File: src/design/tds_pkg.sv
package tds_pkg;

  // default sizes of the solver
  localparam int MAX_ROWS_DEF   = 64;
  localparam int DATA_WIDTH_DEF = 32;
  localparam int FRAC_BITS_DEF  = 24;

  // one row of the system
  typedef struct packed {
    logic signed [31:0] sub_coef;
    logic signed [31:0] main_coef;
    logic signed [31:0] super_coef;
    logic signed [31:0] rhs_value;
    logic               final_row;
  } in_item_t;

  // one solution component
  typedef struct packed {
    logic signed [31:0] solution_value;
    logic [5:0]         row_index;
    logic               final_value;
    logic               singular;
  } out_item_t;

  // arithmetic operations of the shared engine
  typedef enum logic [2:0] {
    OP_PIV,
    OP_NUM,
    OP_RECIP,
    OP_UPPER,
    OP_RHS,
    OP_BACK
  } op_e;

  // controller to datapath
  typedef struct packed {
    logic load;
    logic start;
    op_e  op;
    logic idx_init;
    logic idx_clr;
    logic idx_dec;
    logic idx_inc;
    logic emit;
    logic finish;
  } dp_cmd_t;

  // datapath to controller
  typedef struct packed {
    logic done;
    logic last;
    logic row_zero;
    logic idx_zero;
    logic idx_at_row;
    logic out_free;
  } dp_sts_t;

endpackage

File: src/design/tds_ctrl.sv
module tds_ctrl import tds_pkg::*; (
  input  logic    clk_i,
  input  logic    rst_ni,
  input  logic    in_valid_i,
  output logic    in_ready_o,
  input  dp_sts_t sts_i,
  output dp_cmd_t cmd_o
);

  localparam logic [3:0] ST_IDLE  = 4'd0;
  localparam logic [3:0] ST_PIV   = 4'd1;
  localparam logic [3:0] ST_NUM   = 4'd2;
  localparam logic [3:0] ST_RECIP = 4'd3;
  localparam logic [3:0] ST_UPPER = 4'd4;
  localparam logic [3:0] ST_RHS   = 4'd5;
  localparam logic [3:0] ST_BREAD = 4'd6;
  localparam logic [3:0] ST_BACK  = 4'd7;
  localparam logic [3:0] ST_EREAD = 4'd8;
  localparam logic [3:0] ST_EMIT  = 4'd9;

  logic [3:0] state_q, state_d;
  logic       start_q, start_d;

  // sequencing of one row and of the back substitution
  always_comb begin
    state_d      = state_q;
    start_d      = 1'b0;
    in_ready_o   = 1'b0;
    cmd_o        = '0;
    cmd_o.start  = start_q;
    cmd_o.op     = OP_PIV;
    unique case (state_q)
      ST_IDLE: begin
        in_ready_o = 1'b1;
        if (in_valid_i) begin
          cmd_o.load = 1'b1;
          state_d    = ST_PIV;
          start_d    = 1'b1;
        end
      end
      ST_PIV: begin
        cmd_o.op = OP_PIV;
        if (sts_i.done) begin
          state_d = ST_NUM;
          start_d = 1'b1;
        end
      end
      ST_NUM: begin
        cmd_o.op = OP_NUM;
        if (sts_i.done) begin
          state_d = ST_RECIP;
          start_d = 1'b1;
        end
      end
      ST_RECIP: begin
        cmd_o.op = OP_RECIP;
        if (sts_i.done) begin
          state_d = ST_UPPER;
          start_d = 1'b1;
        end
      end
      ST_UPPER: begin
        cmd_o.op = OP_UPPER;
        if (sts_i.done) begin
          state_d = ST_RHS;
          start_d = 1'b1;
        end
      end
      ST_RHS: begin
        cmd_o.op = OP_RHS;
        if (sts_i.done) begin
          if (!sts_i.last) begin
            state_d = ST_IDLE;
          end else if (sts_i.row_zero) begin
            cmd_o.idx_clr = 1'b1;
            state_d       = ST_EREAD;
          end else begin
            cmd_o.idx_init = 1'b1;
            state_d        = ST_BREAD;
          end
        end
      end
      ST_BREAD: begin
        cmd_o.op = OP_BACK;
        state_d  = ST_BACK;
        start_d  = 1'b1;
      end
      ST_BACK: begin
        cmd_o.op = OP_BACK;
        if (sts_i.done) begin
          if (sts_i.idx_zero) begin
            state_d = ST_EREAD;
          end else begin
            cmd_o.idx_dec = 1'b1;
            state_d       = ST_BREAD;
          end
        end
      end
      ST_EREAD: begin
        state_d = ST_EMIT;
      end
      ST_EMIT: begin
        if (sts_i.out_free) begin
          cmd_o.emit = 1'b1;
          if (sts_i.idx_at_row) begin
            cmd_o.finish = 1'b1;
            state_d      = ST_IDLE;
          end else begin
            cmd_o.idx_inc = 1'b1;
            state_d       = ST_EREAD;
          end
        end
      end
      default: begin
        state_d = ST_IDLE;
      end
    endcase
  end

  // state registers
  always_ff @(posedge clk_i or negedge rst_ni) begin
    if (!rst_ni) begin
      state_q <= ST_IDLE;
      start_q <= 1'b0;
    end else begin
      state_q <= state_d;
      start_q <= start_d;
    end
  end

endmodule

File: config.mk
export PLATFORM = sky130hd
export DESIGN_NAME = tds_ctrl
export DESIGN_NICKNAME = d
export VERILOG_FILES = /design/src/design/tds_pkg.sv /design/src/design/tds_ctrl.sv
export SDC_FILE = /design/constraint.sdc
export NUM_CORES = 1
export LEC_CHECK = 0
export BUFFER_PORTS_ARGS = -buffer_cell sky130_fd_sc_hd__buf_4
export CAP_MARGIN = 20
export CORE_AREA = 2 2 39 41
export DETAILED_ROUTE_END_ITERATION = 12
export DIE_AREA = 0 0 41 43
export PLACE_DENSITY = 0.72
export SLEW_MARGIN = 20
export SYNTH_ARGS = -nofsm -noshare
export SYNTH_HDL_FRONTEND = slang
export SYNTH_SLANG_ARGS = --single-unit
File: constraint.sdc
create_clock -name clk_i -period 3.8 [get_ports clk_i]
set_clock_uncertainty 0.15 [all_clocks]
set_input_delay 0.76 -clock clk_i [delete_from_list [all_inputs] [get_ports clk_i]]
set_output_delay 0.76 -clock clk_i [all_outputs]
set_load 0.1 [all_outputs]
==> results.py, run 1 <==
metrics = {
    "timing": {
        "fin_crit_sh_pct": 74.1,
        "setup_violations": 0,
        "fin_tns_setup_ns": 0,
        "fmax_mhz": 355,
        "report.final.slew_viol_count": 0,
        "hold_violations": 0,
        "worst_pin_slew_ns": 0.552,
        "rsz0062_at_grt": "no",
        "relSlewSlack_pct": 63.2,
        "fin_crit_ns": 2.81,
    },
    "min_path": {
        "hp-class": "input pin to async pin",
    },
    "global_routing": {
        "grt_usage_pct": 17.1,
        "use_met1_pct": 21.2,
        "grt-ovfl-total": 0,
        "busiest_layer": "met2",
        "grt_pass1_vias": 526,
        "grt_pass1_wl_mm": 2.08,
        "use_met2_pct": 25.6,
        "gr-usage-met3_pct": 6.81,
        "antenna_found_initial": 0,
        "grt_max_degree": 22,
    },
    "critical_path": {
        "critPathMaxFanout": 21,
        "worstSetupPathType": "register to output pin",
        "cp-end-kind": "output pin",
        "critical_path.startpoint_type": "register",
        "cp.required_ns": 2.89,
        "crit_arrival_ns": 1.90,
    },
    "final_layout": {
        "drive_gt1_share_pct": 30.4,
        "instances_no_fill": 108,
        "num-fill-cells": 150,
        "antenna_cells": 0,
        "nets": 102,
        "area_growth_pct": 29.8,
    },
    "run_status": {
        "status": "finished clean",
    },
    "cts": {
        "clkLatencyLatePin_ns": 0.24,
        "cts_root_buf": "clkbuf_4",
        "post_cts_buffers": 0,
        "numClockSinks": 5,
        "cts_inserted_buffers": 3,
        "hold_buffers": 0,
        "cts-resized-gates": 0,
        "clk_pin_slew_worst_paths_ns": 0.04,
        "cts_tree": "built",
        "cts_max_level": 1,
        "cts_buffer_depth": 2,
    },
    "logic_synthesis": {
        "netlist_area_um2": 537,
        "synthFlopType": "dfrtp_1",
        "synthCells": 75,
        "synth-edff-count": 0,
        "syn-num-nets": 84,
        "netlist_top_cells_count": "11 x nor2_1, 5 x dfrtp_1, 5 x nand2_1, 5 x o21ai_0",
        "synth-seq-cells": 5,
        "ys_seq_area_share_pct": 23.3,
        "synth_cell_type_count": 32,
        "yosysTopAreaCell": "dfrtp_1",
        "async_reset_ff_share_pct": 100,
        "synth.top_cell.area_share_pct": 23.3,
        "avgSynthCellArea_um2": 7.16,
        "yosys-top-cells-area": "dfrtp_1 23%, nor2_1 7.7%, o21ai_0 4.7%, buf_4 4.2%, a21oi_1 3.7%",
        "yosysMostFrequentCell": "nor2_1",
        "yosysWarningCount": 0,
    },
    "routing": {
        "drt-initial-drc-count": 10,
        "antenna_left": 0,
        "wl_mm": 1.21,
        "first_pass_iters": 4,
        "drc_errors": 0,
        "vias": 580,
        "post_drt_wl_per_cell_um": 11.2,
        "vias_per_cell": 5.37,
    },
    "floorplanning": {
        "std_cell_rows": 14,
        "dieArea_um2": 1760,
        "io_pins": 21,
        "initial_core_util_pct": 38.8,
        "core_area_um2": 1380,
        "die_w_um": 41,
        "die_height_um": 43,
    },
    "run": {
        "drv_cap": 0,
    },
    "placement": {
        "place_congestion": 0.757,
        "dp_cells": 104,
        "place_hpwl_um": 903,
        "portBuffers": 20,
    },
}
[critical path: stages (launching register included)]
cell and delay [ns]:
dfrtp_1 0.68, nor2b_1 0.35, nand3_1 0.14, inv_1 0.09
and2_1 0.12, buf_4 0.28
[layout make-up]
cell class / instances / area [um^2] / area share [%]
Sequential cell: 5 / 125 / 18.0
Inverter: 4 / 15.0 / 2.15
Timing Repair Buffer: 20 / 150 / 21.5
Clock buffer: 4 / 26.3 / 3.77
Tap cell: 16 / 20.0 / 2.87
Multi-Input combinational cell: 59 / 360 / 51.7
[logic make-up after synthesis]
group | synth area share [%]
AOI/OAI and AO/OA | 26.6
xor gates and xnor gates | 1.63
buffers and inverters | 11.9
DFF | 23.3
and+or+nand+nor | 36.6
[flip-flops by register name, indices dropped and copies added (netlist names)]
name     flops
state_q      4
start_q      1
[worst paths after layout]
path / startpoint / end / slack (ns) / depth (start not counted)
max in group asynchronous: rst_ni / state_q[3]$_DFFE_PN0P_ / 3.23 / 1
max reg2reg: state_q[0]$_DFFE_PN0P_ / state_q[0]$_DFFE_PN0P_ / 2.14 / 4
min in group clk_i: state_q[3]$_DFFE_PN0P_ / start_q$_DFF_PN0_ / 0.56 / 1
max: state_q[0]$_DFFE_PN0P_ / cmd_o[0] / 0.99 / 5
min: rst_ni / start_q$_DFF_PN0_ / 0.16 / 1
min reg2reg: state_q[3]$_DFFE_PN0P_ / start_q$_DFF_PN0_ / 0.56 / 1
[metal layers]
metal | vias to the layer above | wire [um]
met4 | 0 | 12
met5 | - | 0
li1 | 295 | -
met1 | 267 | 534
met2 | 16 | 588
met3 | 2 | 68
[placed cells by master (no fill, tap or decap), types with 2 or more instances in the layout]
master / n
buf_4: 20
o21ai_1: 2
nor2b_1: 3
nand2_1: 5
and3b_1: 2
o21ai_0: 5
nand2b_1: 2
nor2_1: 11
clkbuf_4: 3
dfrtp_1: 5
nor3_1: 2
a21oi_1: 4
nand3_1: 3
o22ai_1: 2
inv_1: 4
nor4_2: 2
and2_1: 2
[through the flow]
| step | area, um^2 | hold slack [ns] | util (%) | worst slack, ns |
|---|---|---|---|---|
| global route | 697 | 0.153 | 50.4 | 0.784 |
| global placement | 671 | 0.412 | 48.5 | 1.31 |
| floorplan | 549 | 0.314 | - | -0.422 |
| finish | 697 | 0.160 | 50.4 | 0.986 |
| CTS | 697 | 0.156 | 50.4 | 0.975 |
| detailed placement | 671 | 0.414 | 48.5 | 1.24 |
Power of run 1 is left out: the tool's default activity adds up to more than one toggle a clock period on the data nets, which glitch-free logic cannot reach.
==> run 2: changes to the inputs <==
--- a/config.mk
+++ b/config.mk
@@ -5,12 +5,13 @@
 export SDC_FILE = /design/constraint.sdc
 export NUM_CORES = 1
 export LEC_CHECK = 0
+export ABC_AREA = 1
 export BUFFER_PORTS_ARGS = -buffer_cell sky130_fd_sc_hd__buf_4
 export CAP_MARGIN = 20
 export CORE_AREA = 2 2 39 41
 export DETAILED_ROUTE_END_ITERATION = 12
 export DIE_AREA = 0 0 41 43
-export PLACE_DENSITY = 0.72
+export PLACE_DENSITY = 0.71
 export SLEW_MARGIN = 20
 export SYNTH_ARGS = -nofsm -noshare
 export SYNTH_HDL_FRONTEND = slang
==> constraint.sdc (replaced) <==
create_clock -name clk_i -period 2.3 [get_ports clk_i]
set_clock_uncertainty 0.15 [all_clocks]
set_input_delay 0.46 -clock clk_i [delete_from_list [all_inputs] [get_ports clk_i]]
set_output_delay 0.46 -clock clk_i [all_outputs]
set_load 0.1 [all_outputs]
==> run 2 against run 1 <==
Effect of this change: routed wire length is 8.5% higher; first-iteration DRC count is 120% higher; global-route usage is 0.18 points lower; register-to-register slack worse by 1.3 ns; critical endpoint is now cmd_o[10]; largest cell class unchanged.
==> results.py, run 2 <==
metrics = {
    "final_layout": {
        "final_common_cell": "nand2_1",
        "drive_gt1_share_pct": 33.6,
        "largest_register_ffs": 4,
        "regMostFlops": "state_q",
        "instances_no_fill": 129,
        "mostFrequentLayoutCells": "33 x nand2_1, 18 x buf_4, 12 x nor2_1",
        "reg.largest.list": "state_q x4, start_q x1",
        "area_growth_pct": 49.5,
        "antenna_cells": 0,
        "nets": 123,
        "fin_util_pct": 53.5,
    },
    "timing": {
        "fin_crit_sh_pct": 94.0,
        "setup_violations": 0,
        "fmax_mhz": 462,
        "fin_tns_setup_ns": 0,
        "rsz0062_at_grt": "no",
        "worst_pin_slew_ns": 0.344,
        "report.final.slew_viol_count": 0,
        "fin_crit_ns": 2.16,
        "hold_violations": 0,
        "relSlewSlack_pct": 77.0,
    },
    "global_routing": {
        "antenna_found_initial": 0,
        "busiest_layer": "met2",
        "grt_max_degree": 9,
        "use_met1_pct": 23.0,
        "grt-ovfl-total": 0,
        "grt_pass1_wl_mm": 2.10,
        "grt_usage_pct": 16.9,
        "grt_pass1_vias": 554,
        "use_met2_pct": 26.3,
        "gr-usage-met3_pct": 1.57,
    },
    "min_path": {
        "hold_depth": 3,
        "worst_hold_path.endpoint": "start_q$_DFF_PN0_",
        "hp-class": "input pin to register",
        "min_from": "sts_i[5]",
    },
    "cts": {
        "numClockSinks": 5,
        "cts_buffer_depth": 2,
        "cts_tree": "built",
        "clk_pin_slew_worst_paths_ns": 0.05,
        "cts_max_level": 1,
        "cts_root_buf": "clkbuf_4",
        "clkLatencyLatePin_ns": 0.24,
        "cts_inserted_buffers": 3,
    },
    "critical_path": {
        "crit_arrival_ns": 1.55,
        "timing.critical_path.slowest_cell_delay_ns": 0.42,
        "critPathMaxFanout": 5,
        "cp_slowest_cell": "dfrtp_1",
        "worstSetupPathType": "register to output pin",
        "cp_num_buf_inv": 1,
        "critPathTopFamily": "simple AND/OR/NAND/NOR gates",
        "critical_path.startpoint_type": "register",
        "timing.rr.end": "state_q[2]$_DFFE_PN0P_",
        "cp-end-kind": "output pin",
        "rr_startpoint": "state_q[2]$_DFFE_PN0P_",
        "r2r_slack_ns": 0.80,
        "cp_num_cells": 4,
        "ff2ff_path_depth": 6,
        "crit_path_cell_trace": "nor2_1 -> nand2_1 -> nor2_2 -> buf_4",
        "cp.required_ns": 1.69,
    },
    "routing": {
        "vias": 638,
        "drc_errors": 0,
        "antenna_left": 0,
        "wl_mm": 1.31,
        "vias_per_cell": 4.95,
        "post_drt_wl_per_cell_um": 10.1,
        "drt-initial-drc-count": 22,
        "first_pass_iters": 4,
    },
    "logic_synthesis": {
        "netlist_area_um2": 495,
        "yosysTopAreaCell": "nand2_1",
        "synth-edff-count": 0,
        "synth-seq-cells": 5,
        "ys_seq_area_share_pct": 25.3,
        "synthCells": 89,
        "yosysMostFrequentCell": "nand2_1",
        "netlist_top_cells_count": "34 x nand2_1, 16 x nor2_1, 10 x inv_1",
        "avgSynthCellArea_um2": 5.57,
        "synth_cell_type_count": 18,
        "async_reset_ff_share_pct": 100,
        "synth.top_cell.area_share_pct": 25.8,
        "yosys-top-cells-area": "nand2_1 26%, dfrtp_1 25%, nor2_1 12%, inv_1 7.6%, nand3_1 7.1%",
        "syn-num-nets": 98,
        "synthFlopType": "dfrtp_1",
        "yosysWarningCount": 0,
    },
    "floorplanning": {
        "die_height_um": 43,
        "io_pins": 21,
        "initial_core_util_pct": 35.8,
        "dieArea_um2": 1760,
        "std_cell_rows": 14,
        "core_area_um2": 1380,
        "die_w_um": 41,
    },
    "placement": {
        "portBuffers": 20,
        "dp_cells": 124,
        "place_congestion": 0.880,
        "place_hpwl_mm": 1.08,
    },
    "run": {
        "drv_cap": 0,
    },
    "run_status": {
        "status": "finished clean",
    },
}
## run 2: changes by cell type in the layout (fill, tap and decap cells not counted), moves of 3 or more
cell	before	now
a21oi_1	4	1
buf_6	0	3
inv_1	4	10
nand2_1	5	33
nand2_2	0	3
nand3_1	3	7
nor2_2	0	6
nor2b_1	3	0
o21ai_0	5	0
## run 2: worst max path at each step
stage               slack [ns]   endpoint                   start
floorplan                -0.33   cmd_o[0]  state_q[3]$_DFFE_PN0P_
global placement          0.33   cmd_o[4]  state_q[3]$_DFFE_PN0P_
detailed placement        0.33   cmd_o[5]  state_q[3]$_DFFE_PN0P_
CTS                       0.07   cmd_o[5]  state_q[3]$_DFFE_PN0P_
global route             0.003   cmd_o[0]  state_q[3]$_DFFE_PN0P_
finish                    0.14  cmd_o[10]  state_q[2]$_DFFE_PN0P_
## run 2: what timing repair did
action / CTS / global route
buffers inserted: 0 / 0
endpoints found under the hold margin: 5 / 0
hold buffers: 1 / 0
gates resized for setup: 0 / 4
setup endpoints to repair: 0 / 3
## run 2: cell type report
cell class / count / area [um^2]
clock buffers: 4 / 26.3
multi-input cells: 70 / 345
repair buffers: 22 / 179
inverters: 12 / 45.0
fillers: 141 / 643
flip-flops and latches: 5 / 125
well taps: 16 / 20.0
## run 2: cell families after synthesis
group / share of synthesized area, %
buffers and inverters: 12.9
AOI/OAI and AO/OA: 3.53
DFF: 25.3
and+or+nand+nor: 58.3
## run 2: routing by layer
metal / vias up / routed length (um)
met4: 0 / 17
met5: - / 0
li1: 323 / -
met2: 24 / 653
met1: 289 / 569
met3: 2 / 69
## run 2: through the flow
step / cell area [um^2] / hold slack, ns / worst slack (ns)
floorplan: 532 / 0.0144 / -0.328
global route: 741 / 0.358 / 0.00297
finish: 741 / 0.327 / 0.137
detailed placement: 691 / 0.115 / 0.326
global placement: 691 / 0.113 / 0.333
CTS: 727 / 0.337 / 0.0677
## run 2: worst register-to-register path, stage by stage (launching register included)
cell     delay [ns]
dfrtp_1        0.42
nor2_1         0.31
nand2_2        0.11
a21oi_1        0.21
nor2_2         0.08
nand2_1        0.06
nand2_1        0.05
Power of run 2 is left out for the same reason.
==> run 3: changes to the inputs <==
==> constraint.sdc (replaced) <==
create_clock -name clk_i -period 2.3 [get_ports clk_i]
set_clock_uncertainty 0.15 [all_clocks]
set_input_delay 0.46 -clock clk_i [delete_from_list [all_inputs] [get_ports clk_i]]
set_output_delay 0.46 -clock clk_i [all_outputs]
set_load 0.05 [all_outputs]
==> run 3 against run 2 <==
Effect of this change: clock-buffer cell count unchanged; first-iteration DRC count decreased by 18%; setup slack improved by 0.049 ns; fmax increased by 2.3%; routed wire length decreased by 5.9%; hold slack improved by 0.025 ns; utilization decreased by 3.3 points; non-clock buffer count decreased by 1; sequential share of layout area increased by 1.1 points; die area unchanged; register-to-register slack about the same; critical path type unchanged; critical endpoint unchanged.
==> results.py, run 3 (synthesis gave the netlist of run 2 again) <==
metrics = {
    "run_status": {
        "status": "finished clean",
    },
    "cts": {
        "cts_inserted_buffers": 3,
        "clkLatencyLatePin_ns": 0.23,
        "hold_buffers": 1,
        "cts_max_level": 1,
        "cts_buffer_depth": 2,
        "post_cts_buffers": 0,
        "cts_root_buf": "clkbuf_4",
        "clk_pin_slew_worst_paths_ns": 0.04,
        "numClockSinks": 5,
        "cts-resized-gates": 0,
        "cts_tree": "built",
    },
    "power": {
        "power.density_nw_per_um2": 1470,
        "p_leak_nw": 0.419,
        "power_mw": 1.02,
        "ir_drop_mv": 0.578,
    },
    "min_path": {
        "hp-class": "input pin to register",
        "worst_hold_path.endpoint": "start_q$_DFF_PN0_",
        "min_from": "sts_i[5]",
        "hold_depth": 3,
    },
    "floorplanning": {
        "die_w_um": 41,
        "io_pins": 21,
        "dieArea_um2": 1760,
        "std_cell_rows": 14,
        "initial_core_util_pct": 35.8,
        "die_height_um": 43,
        "core_area_um2": 1380,
    },
    "final_layout": {
        "fin_area_um2": 694,
        "antenna_cells": 0,
        "regMostFlops": "state_q",
        "num-fill-cells": 153,
        "fin_util_pct": 50.2,
        "reg.largest.list": "state_q x4, start_q x1",
        "largest_register_ffs": 4,
        "area_growth_pct": 40.2,
        "drive_gt1_share_pct": 28.6,
        "nets": 122,
        "instances_no_fill": 128,
        "final_common_cell": "nand2_1",
        "mostFrequentLayoutCells": "34 x nand2_1, 20 x buf_4, 16 x nor2_1",
    },
    "timing": {
        "fin_crit_sh_pct": 91.9,
        "rsz0062_at_grt": "no",
        "fin_crit_ns": 2.11,
        "setup_violations": 0,
        "holdWs_ns": 0.352,
        "fmax_mhz": 473,
        "worst_pin_slew_ns": 0.353,
        "hold_violations": 0,
        "fin_tns_setup_ns": 0,
        "report.final.slew_viol_count": 0,
        "setup_ws_ns": 0.186,
        "relSlewSlack_pct": 76.4,
    },
    "routing": {
        "vias": 609,
        "vias_per_cell": 4.76,
        "drt-initial-drc-count": 18,
        "drc_errors": 0,
        "antenna_left": 0,
        "first_pass_iters": 4,
        "post_drt_wl_per_cell_um": 9.62,
        "wl_mm": 1.23,
    },
    "critical_path": {
        "timing.rr.end": "state_q[0]$_DFFE_PN0P_",
        "crit_arrival_ns": 1.50,
        "cp_slowest_cell": "dfrtp_1",
        "critical_path.startpoint_type": "register",
        "ff2ff_path_depth": 6,
        "crit_start": "state_q[0]$_DFFE_PN0P_",
        "r2r_slack_ns": 0.80,
        "cp-end-kind": "output pin",
        "worstSetupPathType": "register to output pin",
        "timing.critical_path.slowest_cell_delay_ns": 0.48,
        "crit_path_cell_trace": "nor2_1 -> nand2_1 -> nor2_1 -> buf_4",
        "rr_startpoint": "state_q[2]$_DFFE_PN0P_",
        "critPathMaxFanout": 8,
        "cp.required_ns": 1.69,
        "worst_path_most_repeated_cell": "nor2_1",
    },
    "placement": {
        "pre_cts_slack_ns": 0.449,
        "dp_cells": 123,
        "dpl_cell_area_um2": 658,
        "portBuffers": 20,
        "place_hpwl_mm": 1.02,
        "place_congestion": 0.855,
    },
    "global_routing": {
        "grt_pass1_wl_mm": 2.03,
        "grt_usage_pct": 16.3,
        "grt-ovfl-total": 0,
        "grt_pass1_vias": 542,
        "antenna_found_initial": 0,
        "grt_max_degree": 9,
    },
    "run": {
        "drv_cap": 0,
    },
}
-- run 3: critical path, delay by kind of cell (launching register included) --
kind	cells	cell delay [ns]
buffers and inverters	1	0.21
DFF	1	0.48
and+or+nand+nor	3	0.58
-- run 3: layout make-up --
type	count	area, um^2	area share (%)
Inverter	12	45.0	6.49
Tap cell	16	20.0	2.88
Timing Repair Buffer	21	160	23.1
Clock buffer	4	26.3	3.78
Multi-Input combinational cell	70	318	45.8
Sequential cell	5	125	18.0
-- run 3: power by group --
group / internal [mW] / switching (mW)
Sequential: 0.128 / 0.0593
Combinational: 0.220 / 0.519
Clock: 0.0653 / 0.0314
-- run 3: worst max-delay path by stage --
stage               slack [ns]         to  cells after the start
detailed placement        0.45  cmd_o[10]                      4
global placement          0.39  cmd_o[10]                      4
floorplan                 0.21   cmd_o[3]                      2
global route              0.08   cmd_o[5]                      6
CTS                       0.18  cmd_o[10]                      4
finish                    0.19  cmd_o[10]                      4
-- run 3: routing by layer --
metal  global-route usage, %  vias up  share of wire, %
met5                       0        -                 0
met1                    22.1      270                46
li1                        -      319                 -
met3                    3.14        2               4.6
met2                    24.7       18                48
met4                    6.00        0               1.1
No activity file was read; power rests on OpenSTA's default activity.
